$ cat src/hdl/mwd_pkg.sv
// ----------------------------------------------------------------------------
// Meter wheel digit decoder package
// Shared types, carry mode codes and small arithmetic helpers.
// ----------------------------------------------------------------------------
`timescale 1ns / 1ps

package mwd_pkg;

  // Widths of the item fields.
  localparam int ReadingW = 7;
  localparam int DigitW   = 4;
  localparam int ValueW   = 27;

  // Thresholds used by the carry rules.
  localparam logic [ReadingW-1:0] MidLow     = 7'd88;
  localparam logic [ReadingW-1:0] MidHigh    = 7'd94;
  localparam logic [ReadingW-1:0] CarryLimit = 7'd95;
  localparam logic [ReadingW-1:0] FloorLow   = 7'd90;
  localparam logic [ReadingW-1:0] StayHigh   = 7'd97;
  localparam logic [ReadingW-1:0] StayLow    = 7'd93;

  // Carry modes of the wheel below.
  typedef enum logic [1:0] {
    MODE_NORMAL = 2'd0,
    MODE_CARRY  = 2'd1,
    MODE_FLOOR  = 2'd2
  } mode_t;

  // State about the lower wheel, handed to the decoder.
  typedef struct packed {
    mode_t                mode;
    logic [ReadingW-1:0]  lower_reading;
    logic                 lower_known;
  } lower_state_t;

  // Decoder result for one wheel.
  typedef struct packed {
    logic [DigitW-1:0] digit;
    logic              fail;
    mode_t             next_mode;
  } decode_t;

  // Quotient by ten for values below 160, by reciprocal multiplication.
  function automatic logic [3:0] div10(input logic [7:0] x);
    logic [15:0] p;
    p = {8'd0, x} * 16'd205;
    return p[14:11];
  endfunction

  // Remainder by ten for values below thirty.
  function automatic logic [DigitW-1:0] mod10(input logic [4:0] x);
    logic [4:0] y;
    if (x >= 5'd20) begin
      y = x - 5'd20;
    end else if (x >= 5'd10) begin
      y = x - 5'd10;
    end else begin
      y = x;
    end
    return y[DigitW-1:0];
  endfunction

  // Place weight of a wheel by its position in the reading.
  function automatic logic [ValueW-1:0] pow10(input logic [3:0] n);
    logic [ValueW-1:0] w;
    case (n)
      4'd0:    w = 27'd1;
      4'd1:    w = 27'd10;
      4'd2:    w = 27'd100;
      4'd3:    w = 27'd1000;
      4'd4:    w = 27'd10000;
      4'd5:    w = 27'd100000;
      4'd6:    w = 27'd1000000;
      4'd7:    w = 27'd10000000;
      4'd8:    w = 27'd100000000;
      default: w = 27'd0;
    endcase
    return w;
  endfunction

endpackage

$ cat src/hdl/mwd_in_stage.sv
// ----------------------------------------------------------------------------
// Input stage
// Registers one incoming wheel transfer ahead of the decoder.
// ----------------------------------------------------------------------------
`timescale 1ns / 1ps

module mwd_in_stage (
  input  logic                         clk,
  input  logic                         rst,
  input  logic                         s_tvalid,
  output logic                         s_tready,
  input  logic [7:0]                   s_tdata,   // [6:0] wheel_reading, [7] zero
  input  logic                         s_tlast,   // last_wheel
  input  logic                         advance,
  output logic                         held_valid,
  output logic [mwd_pkg::ReadingW-1:0] held_reading,
  output logic                         held_last
);

  // The register takes a new transfer when empty or when its item moves on.
  assign s_tready = !held_valid || advance;

  always_ff @(posedge clk) begin
    if (rst) begin
      held_valid <= 1'b0;
    end else if (s_tready) begin
      held_valid <= s_tvalid;
    end
  end

  // Payload needs no reset.
  always_ff @(posedge clk) begin
    if (s_tvalid && s_tready) begin
      held_reading <= s_tdata[mwd_pkg::ReadingW-1:0];
      held_last    <= s_tlast;
    end
  end

endmodule

$ cat src/hdl/mwd_wheel_decode.sv
// ----------------------------------------------------------------------------
// Wheel decoder
// Turns one raw wheel reading into a digit under the three carry modes.
// ----------------------------------------------------------------------------
`timescale 1ns / 1ps

module mwd_wheel_decode (
  input  logic [mwd_pkg::ReadingW-1:0] reading,
  input  mwd_pkg::lower_state_t        lower,
  output mwd_pkg::decode_t             result
);

  logic       forced;
  logic       carry;
  logic       prev_mid;
  logic       prev_high;
  logic [3:0] q2;
  logic [3:0] q5;
  logic [3:0] q7;
  logic [3:0] q0;
  logic [3:0] rem;

  assign forced    = (lower.mode == mwd_pkg::MODE_CARRY) ||
                     (lower.mode == mwd_pkg::MODE_FLOOR);
  assign carry     = (lower.mode == mwd_pkg::MODE_CARRY);
  assign prev_mid  = (lower.lower_reading >= mwd_pkg::MidLow) &&
                     (lower.lower_reading <= mwd_pkg::MidHigh);
  assign prev_high = (lower.lower_reading >= mwd_pkg::CarryLimit);

  // Rounded quotients used by the various rules.
  assign q0  = mwd_pkg::div10({1'b0, reading});
  assign q2  = mwd_pkg::div10({1'b0, reading} + 8'd2);
  assign q5  = mwd_pkg::div10({1'b0, reading} + 8'd5);
  assign q7  = mwd_pkg::div10({1'b0, reading} + 8'd7);
  assign rem = 4'(reading - 7'(q0 * 4'd10));

  // Digit, failure and next carry mode.
  always_comb begin
    result.digit     = mwd_pkg::mod10({1'b0, q5});
    result.fail      = 1'b0;
    result.next_mode = mwd_pkg::MODE_NORMAL;
    if (forced && prev_mid) begin
      // Lower wheel mid transition: round down, then add the forced carry.
      result.digit = mwd_pkg::mod10({1'b0, q2} + {4'd0, carry});
      if ((reading < mwd_pkg::MidLow) || (reading > mwd_pkg::StayHigh)) begin
        result.next_mode = mwd_pkg::MODE_NORMAL;
      end else begin
        result.next_mode = lower.mode;
      end
    end else if (forced && prev_high) begin
      // Lower wheel past the carry point: round up, and floor steps back one.
      result.digit = mwd_pkg::mod10({1'b0, q7} + (carry ? 5'd0 : 5'd9));
      if (reading < mwd_pkg::StayLow) begin
        result.next_mode = mwd_pkg::MODE_NORMAL;
      end else begin
        result.next_mode = lower.mode;
      end
    end else if (forced) begin
      // Forced mode without a high lower wheel decodes plainly.
      result.next_mode = mwd_pkg::MODE_NORMAL;
    end else begin
      if ((reading >= mwd_pkg::FloorLow) && (reading <= mwd_pkg::MidHigh)) begin
        result.next_mode = mwd_pkg::MODE_FLOOR;
      end else if (reading >= mwd_pkg::CarryLimit) begin
        result.next_mode = mwd_pkg::MODE_CARRY;
      end else begin
        result.next_mode = mwd_pkg::MODE_NORMAL;
        // A half-way reading cannot be settled once a lower wheel is known.
        result.fail      = (rem == 4'd5) && lower.lower_known;
      end
    end
  end

endmodule

$ cat src/hdl/mwd_accum.sv
// ----------------------------------------------------------------------------
// Reading accumulator
// Holds the per-reading state, sums the running value and registers results.
// ----------------------------------------------------------------------------
`timescale 1ns / 1ps

module mwd_accum #(
  parameter int MAX_WHEELS = 8
) (
  input  logic                         clk,
  input  logic                         rst,
  input  logic                         advance,
  input  logic                         held_valid,
  input  logic                         held_last,
  input  mwd_pkg::decode_t             dec,
  output mwd_pkg::lower_state_t        lower,
  input  logic [mwd_pkg::ReadingW-1:0] held_reading,
  output logic                         m_tvalid,
  output logic [31:0]                  m_tdata,   // [3:0] digit, [30:4] value, [31] zero
  output logic                         m_tuser,   // error
  output logic                         m_tlast    // is_last
);

  localparam int CountW = $clog2(MAX_WHEELS + 1);
  localparam logic [CountW-1:0] MaxCount = CountW'(MAX_WHEELS);

  logic                       fire;
  logic [CountW-1:0]          count;
  logic [mwd_pkg::ValueW-1:0] running;
  logic                       error_seen;
  logic [mwd_pkg::ValueW-1:0] weight;
  logic                       wheel_fail;
  logic                       error_next;
  logic [mwd_pkg::ValueW-1:0] running_next;

  assign fire   = held_valid && advance;
  assign weight = mwd_pkg::pow10(4'(count));

  // A wheel fails on too many wheels or on a decoding failure.
  assign wheel_fail   = (count >= MaxCount) || dec.fail;
  assign error_next   = error_seen || wheel_fail;
  assign running_next = running + mwd_pkg::ValueW'(dec.digit * weight);

  // Per-reading state, updated by each wheel and cleared after the last one.
  always_ff @(posedge clk) begin
    if (rst) begin
      lower.mode          <= mwd_pkg::MODE_NORMAL;
      lower.lower_reading <= '0;
      lower.lower_known   <= 1'b0;
      count               <= '0;
      running             <= '0;
      error_seen          <= 1'b0;
    end else if (fire) begin
      if (held_last) begin
        lower.mode          <= mwd_pkg::MODE_NORMAL;
        lower.lower_reading <= '0;
        lower.lower_known   <= 1'b0;
        count               <= '0;
        running             <= '0;
        error_seen          <= 1'b0;
      end else if (!error_next) begin
        lower.mode          <= dec.next_mode;
        lower.lower_reading <= held_reading;
        lower.lower_known   <= 1'b1;
        count               <= count + CountW'(1);
        running             <= running_next;
      end else begin
        error_seen <= 1'b1;
      end
    end
  end

  // Result register valid flag.
  always_ff @(posedge clk) begin
    if (rst) begin
      m_tvalid <= 1'b0;
    end else if (advance) begin
      m_tvalid <= held_valid;
    end
  end

  // Result payload; an error blanks digit and value.
  always_ff @(posedge clk) begin
    if (fire) begin
      m_tdata[31]  <= 1'b0;
      m_tdata[3:0] <= error_next ? '0 : dec.digit;
      m_tdata[30:4] <= error_next ? '0 : running_next;
      m_tuser      <= error_next;
      m_tlast      <= held_last;
    end
  end

endmodule

$ cat src/hdl/meter_wheel_digit_decoder.sv
// Path: input stage register, then result register. Throughput: one wheel per
// cycle while the output does not stall; the carry mode, sum and weight loop
// closes through the decoder and a 4 by 27 bit multiply-add.
// Reset: synchronous, active high; clears both stage valid flags and the
// per-reading state (normal mode, no lower wheel, value zero, weight one).
// ----------------------------------------------------------------------------
// Meter wheel digit decoder
// Decodes counter-wheel readings, least significant first, into digits and a
// running decimal value with carry settling from the lower wheel.
// ----------------------------------------------------------------------------
`timescale 1ns / 1ps

module meter_wheel_digit_decoder #(
  parameter int MAX_WHEELS = 8
) (
  input  logic        clk,
  input  logic        rst,
  input  logic        s_tvalid,
  output logic        s_tready,
  input  logic [7:0]  s_tdata,   // [6:0] wheel_reading, [7] zero
  input  logic        s_tlast,   // last_wheel
  output logic        m_tvalid,
  input  logic        m_tready,
  output logic [31:0] m_tdata,   // [3:0] digit, [30:4] value, [31] zero
  output logic        m_tuser,   // error
  output logic        m_tlast    // is_last
);

  logic                         advance;
  logic                         held_valid;
  logic [mwd_pkg::ReadingW-1:0] held_reading;
  logic                         held_last;
  mwd_pkg::lower_state_t        lower;
  mwd_pkg::decode_t             dec;

  // The held item moves on when the result register is free or being emptied.
  assign advance = !m_tvalid || m_tready;

  mwd_in_stage u_in (
    .clk          (clk),
    .rst          (rst),
    .s_tvalid     (s_tvalid),
    .s_tready     (s_tready),
    .s_tdata      (s_tdata),
    .s_tlast      (s_tlast),
    .advance      (advance),
    .held_valid   (held_valid),
    .held_reading (held_reading),
    .held_last    (held_last)
  );

  mwd_wheel_decode u_dec (
    .reading (held_reading),
    .lower   (lower),
    .result  (dec)
  );

  mwd_accum #(
    .MAX_WHEELS (MAX_WHEELS)
  ) u_acc (
    .clk          (clk),
    .rst          (rst),
    .advance      (advance),
    .held_valid   (held_valid),
    .held_last    (held_last),
    .dec          (dec),
    .lower        (lower),
    .held_reading (held_reading),
    .m_tvalid     (m_tvalid),
    .m_tdata      (m_tdata),
    .m_tuser      (m_tuser),
    .m_tlast      (m_tlast)
  );

endmodule

$ cat config.mk
export PLATFORM = sky130hd
export DESIGN_NAME = meter_wheel_digit_decoder
export DESIGN_NICKNAME = d
export VERILOG_FILES = /design/src/hdl/mwd_pkg.sv /design/src/hdl/mwd_in_stage.sv /design/src/hdl/mwd_wheel_decode.sv /design/src/hdl/mwd_accum.sv /design/src/hdl/meter_wheel_digit_decoder.sv
export SDC_FILE = /design/constraint.sdc
export NUM_CORES = 1
export LEC_CHECK = 0
export ABC_AREA = 1
export BUFFER_PORTS_ARGS = -buffer_cell sky130_fd_sc_hd__clkbuf_2
export CORE_ASPECT_RATIO = 1.4
export CORE_MARGIN = 10
export CORE_UTILIZATION = 40
export CTS_CLUSTER_SIZE = 25
export DETAILED_ROUTE_END_ITERATION = 7
export PLACE_DENSITY_LB_ADDON = 0.08
export SLEW_MARGIN = 20
export SYNTH_ARGS = -nofsm -noshare
export SYNTH_HDL_FRONTEND = slang
export SYNTH_SLANG_ARGS = --single-unit
export TNS_END_PERCENT = 5
$ cat constraint.sdc
create_clock -name clk -period 23 [get_ports clk]
set_clock_uncertainty 0.05 [all_clocks]
set_input_delay 3.45 -clock clk [delete_from_list [all_inputs] [get_ports clk]]
set_output_delay 3.45 -clock clk [all_outputs]
set_load 0.1 [all_outputs]
==> impl_metrics.json <==
{
  "status": "completed",
  "syn_area_per_cell_um2": 8.34,
  "syn_nets": 1820,
  "synth_cells": 1483,
  "gr-total-overflow": 0,
  "ys_types": 49,
  "post_cts_buffers": 0,
  "reg2reg_setup_slack_ns": 11.03,
  "drtIter0Drc": 363,
  "core-area_um2": 30600,
  "report.final.slew_viol_count": 0,
  "cts-root-buf": "clkbuf_16",
  "synth_top_area_share_pct": 22.0,
  "rsz0062_at_grt": "no",
  "end_kind": "flip-flop",
  "max_stage_delay_ns": 0.66,
  "critPathKind": "reg -> reg",
  "finish.utilization_pct": 43.6,
  "drt_pass1_iterations": 5,
  "hold_start": "u_acc.lower[8]",
  "synth-main-ff-cell": "dfxtp_1",
  "final_common_cell": "inv_1",
  "finalCritPeriodShare_pct": 52.0,
  "ant_nets": 0,
  "pre_cts_ws_ns": 10.96,
  "cts_resized": 0,
  "crit_slowest_cell": "edfxtp_1",
  "cts_max_level": 3,
  "cts_tree": "done",
  "dp_hpwl_um": 24200,
  "worstPathMaxFanout": 18,
  "synthTopCellsByArea": "ha_1 (22%), fa_1 (17%), dfxtp_1 (10%), inv_1 (10%), edfxtp_1 (10%)",
  "path_clk_slew_ns": 0.08,
  "synthToLayoutAreaGrowth_pct": 7.87,
  "clock_latency_ns": 0.38,
  "hold_end": "u_acc.lower[8]",
  "die_w_um": 169,
  "post_drt_via_cell_ratio": 4.86,
  "cts_buffers": 9,
  "portBuffers": 46,
  "grt_pass1_vias": 9827,
  "yosysWarnings": 0,
  "crit_path_start_kind": "flip-flop",
  "syn_area_um2": 12400,
  "rows": 76,
  "hold_buffers": 0,
  "wire_per_inst_um": 14.9,
  "grt_max_degree": 38,
  "vias": 9347,
  "tns_ns": 0,
  "required_ns": 23.18,
  "design_area_um2": 13300,
  "grt_usage_pct": 15.4,
  "cts.sinks": 105,
  "globalplace.congestion": 0.838,
  "path_common_cell": "inv_1",
  "pin_count": 49,
  "async_reset_ff_share_pct": 0,
  "p_leak_nw": 6.95,
  "r2r_cells": 50,
  "placedCellCount": 1907,
  "dpl_cell_area_um2": 13000,
  "stdcell_count": 1923,
  "whs_path_depth": 2,
  "yosysSeqAreaShare_pct": 20.3,
  "fin_ws_ns": 11.03,
  "r2r_end": "u_acc.m_tdata[30]",
  "drc": 0,
  "nets": 1865,
  "power_mw": 1.18,
  "tightest_slew_ns": 0.785,
  "synth_edf_count": 41,
  "drive_gt1_share_pct": 8.09,
  "layout_common_cells": "inv_1 (328), ha_1 (217), nand2_1 (195), nor2_1 (109), fa_1 (107)",
  "die_h_um": 228,
  "hp-class": "reg -> reg",
  "hold_violations": 0,
  "ys_ff_latch": 105,
  "num-fill-cells": 3116,
  "synth_top_area_cell": "ha_1",
  "start_util_pct": 40.4,
  "ir_drop_mv": 0.0478,
  "dieArea_um2": 38400,
  "slew_headroom_pct": 47.5,
  "whs_ns": 0.413,
  "cts.path.max_buffers": 2,
  "reg2reg_from": "u_in.held_reading[1]",
  "setup_viol_count_final": 0,
  "period_minus_slack_ns": 11.97,
  "grt_pass1_wl_um": 48400,
  "routed_wl_um": 28600,
  "antenna_found_initial": 0,
  "cp.arrival_ns": 12.15,
  "max_clock_freq_ghz": 0.0836,
  "power_density_nw_per_um2": 88.8,
  "maxCapViolCount": 0,
  "diodes": 0
}
-- kinds of logic after synthesis --
logic type	count (synthesis)	share of synthesized area (%)
buffers and inverters	356	11.1
DFF	105	20.3
and+or+nand+nor	458	16.7
AOI/OAI and AO/OA	176	8.04
adders and majority gates	324	39.3
other	1	0.0303
xor gates and xnor gates	63	4.46
-- where the power goes --
group          switching (mW)  internal [mW]  leakage (nW)
logic                   0.536          0.264          5.88
clock network          0.0748         0.0917         0.155
registers             0.00568          0.212         0.913
-- metal layers --
layer | wire, um | vias up | part of all wire [%] | track usage (%)
met3 | 479 | 27 | 1.7 | 1.82
met5 | 0 | - | 0 | 0
met1 | 11400 | 4425 | 40 | 16.2
met4 | 673 | 0 | 2.4 | 5.32
li1 | - | 4816 | - | -
met2 | 16000 | 79 | 56 | 30.1
-- synthesized netlist by cell type (6+ instances only) --
| cell | number |
|---|---|
| o21ai_1 | 14 |
| ha_1 | 217 |
| nand4_1 | 18 |
| nand2_1 | 195 |
| a21oi_1 | 81 |
| nor2_2 | 20 |
| xor2_1 | 37 |
| nand3_1 | 69 |
| o22ai_1 | 23 |
| dfxtp_1 | 64 |
| a21o_1 | 7 |
| edfxtp_1 | 41 |
| nand3_2 | 7 |
| nor2_1 | 109 |
| inv_2 | 8 |
| xnor2_1 | 26 |
| nand2_2 | 12 |
| buf_2 | 6 |
| inv_1 | 329 |
| clkbuf_1 | 7 |
| fa_1 | 107 |
| o21ai_0 | 28 |
| nor3_1 | 9 |
-- layout make-up --
cell class / instances / area (um2) / share of cell area [%]
Inverter: 338 / 1270 / 9.53
Tap cell: 390 / 488 / 3.66
Clock inverter: 5 / 61.3 / 0.460
Timing Repair Buffer: 52 / 275 / 2.06
Clock buffer: 11 / 254 / 1.90
Multi-Input combinational cell: 1022 / 8470 / 63.5
Sequential cell: 105 / 2510 / 18.8
-- worst max-delay path by stage --
stage                         startpoint                 to  slack, ns  cells past startpoint
floorplan           u_in.held_reading[1]  u_acc.m_tdata[29]      12.96                     53
global placement    u_in.held_reading[1]  u_acc.m_tdata[30]      11.07                     50
detailed placement  u_in.held_reading[1]  u_acc.m_tdata[30]      10.96                     50
CTS                 u_in.held_reading[1]  u_acc.m_tdata[30]      10.97                     50
global route        u_in.held_reading[1]  u_acc.m_tdata[30]      10.23                     51
finish              u_in.held_reading[1]  u_acc.m_tdata[30]      11.03                     50
-- flip-flops by register name (all words and copies together), names as in the netlist --
| name | flops |
|---|---|
| u_acc.weight | 20 |
| u_acc.m_tuser | 1 |
| u_acc.running | 27 |
| u_acc.m_tdata | 31 |
| u_acc.m_tvalid | 1 |
| u_acc.m_tlast | 1 |
| u_acc.lower | 10 |
| u_acc.error_seen | 1 |
| u_acc.count | 4 |
| u_in.held_last | 1 |
| u_in.held_valid | 1 |
| u_in.held_reading | 7 |
-- critical path, delay by kind of cell, from the launching register on --
family	cells	cell delay, ns
and+or+nand+nor	18	3.65
adders and majority gates	13	4.99
AOI/OAI and AO/OA	6	0.92
xor gates and xnor gates	2	0.38
DFF	1	0.66
buffers and inverters	11	1.10
No activity file was read; power rests on OpenSTA's default activity.
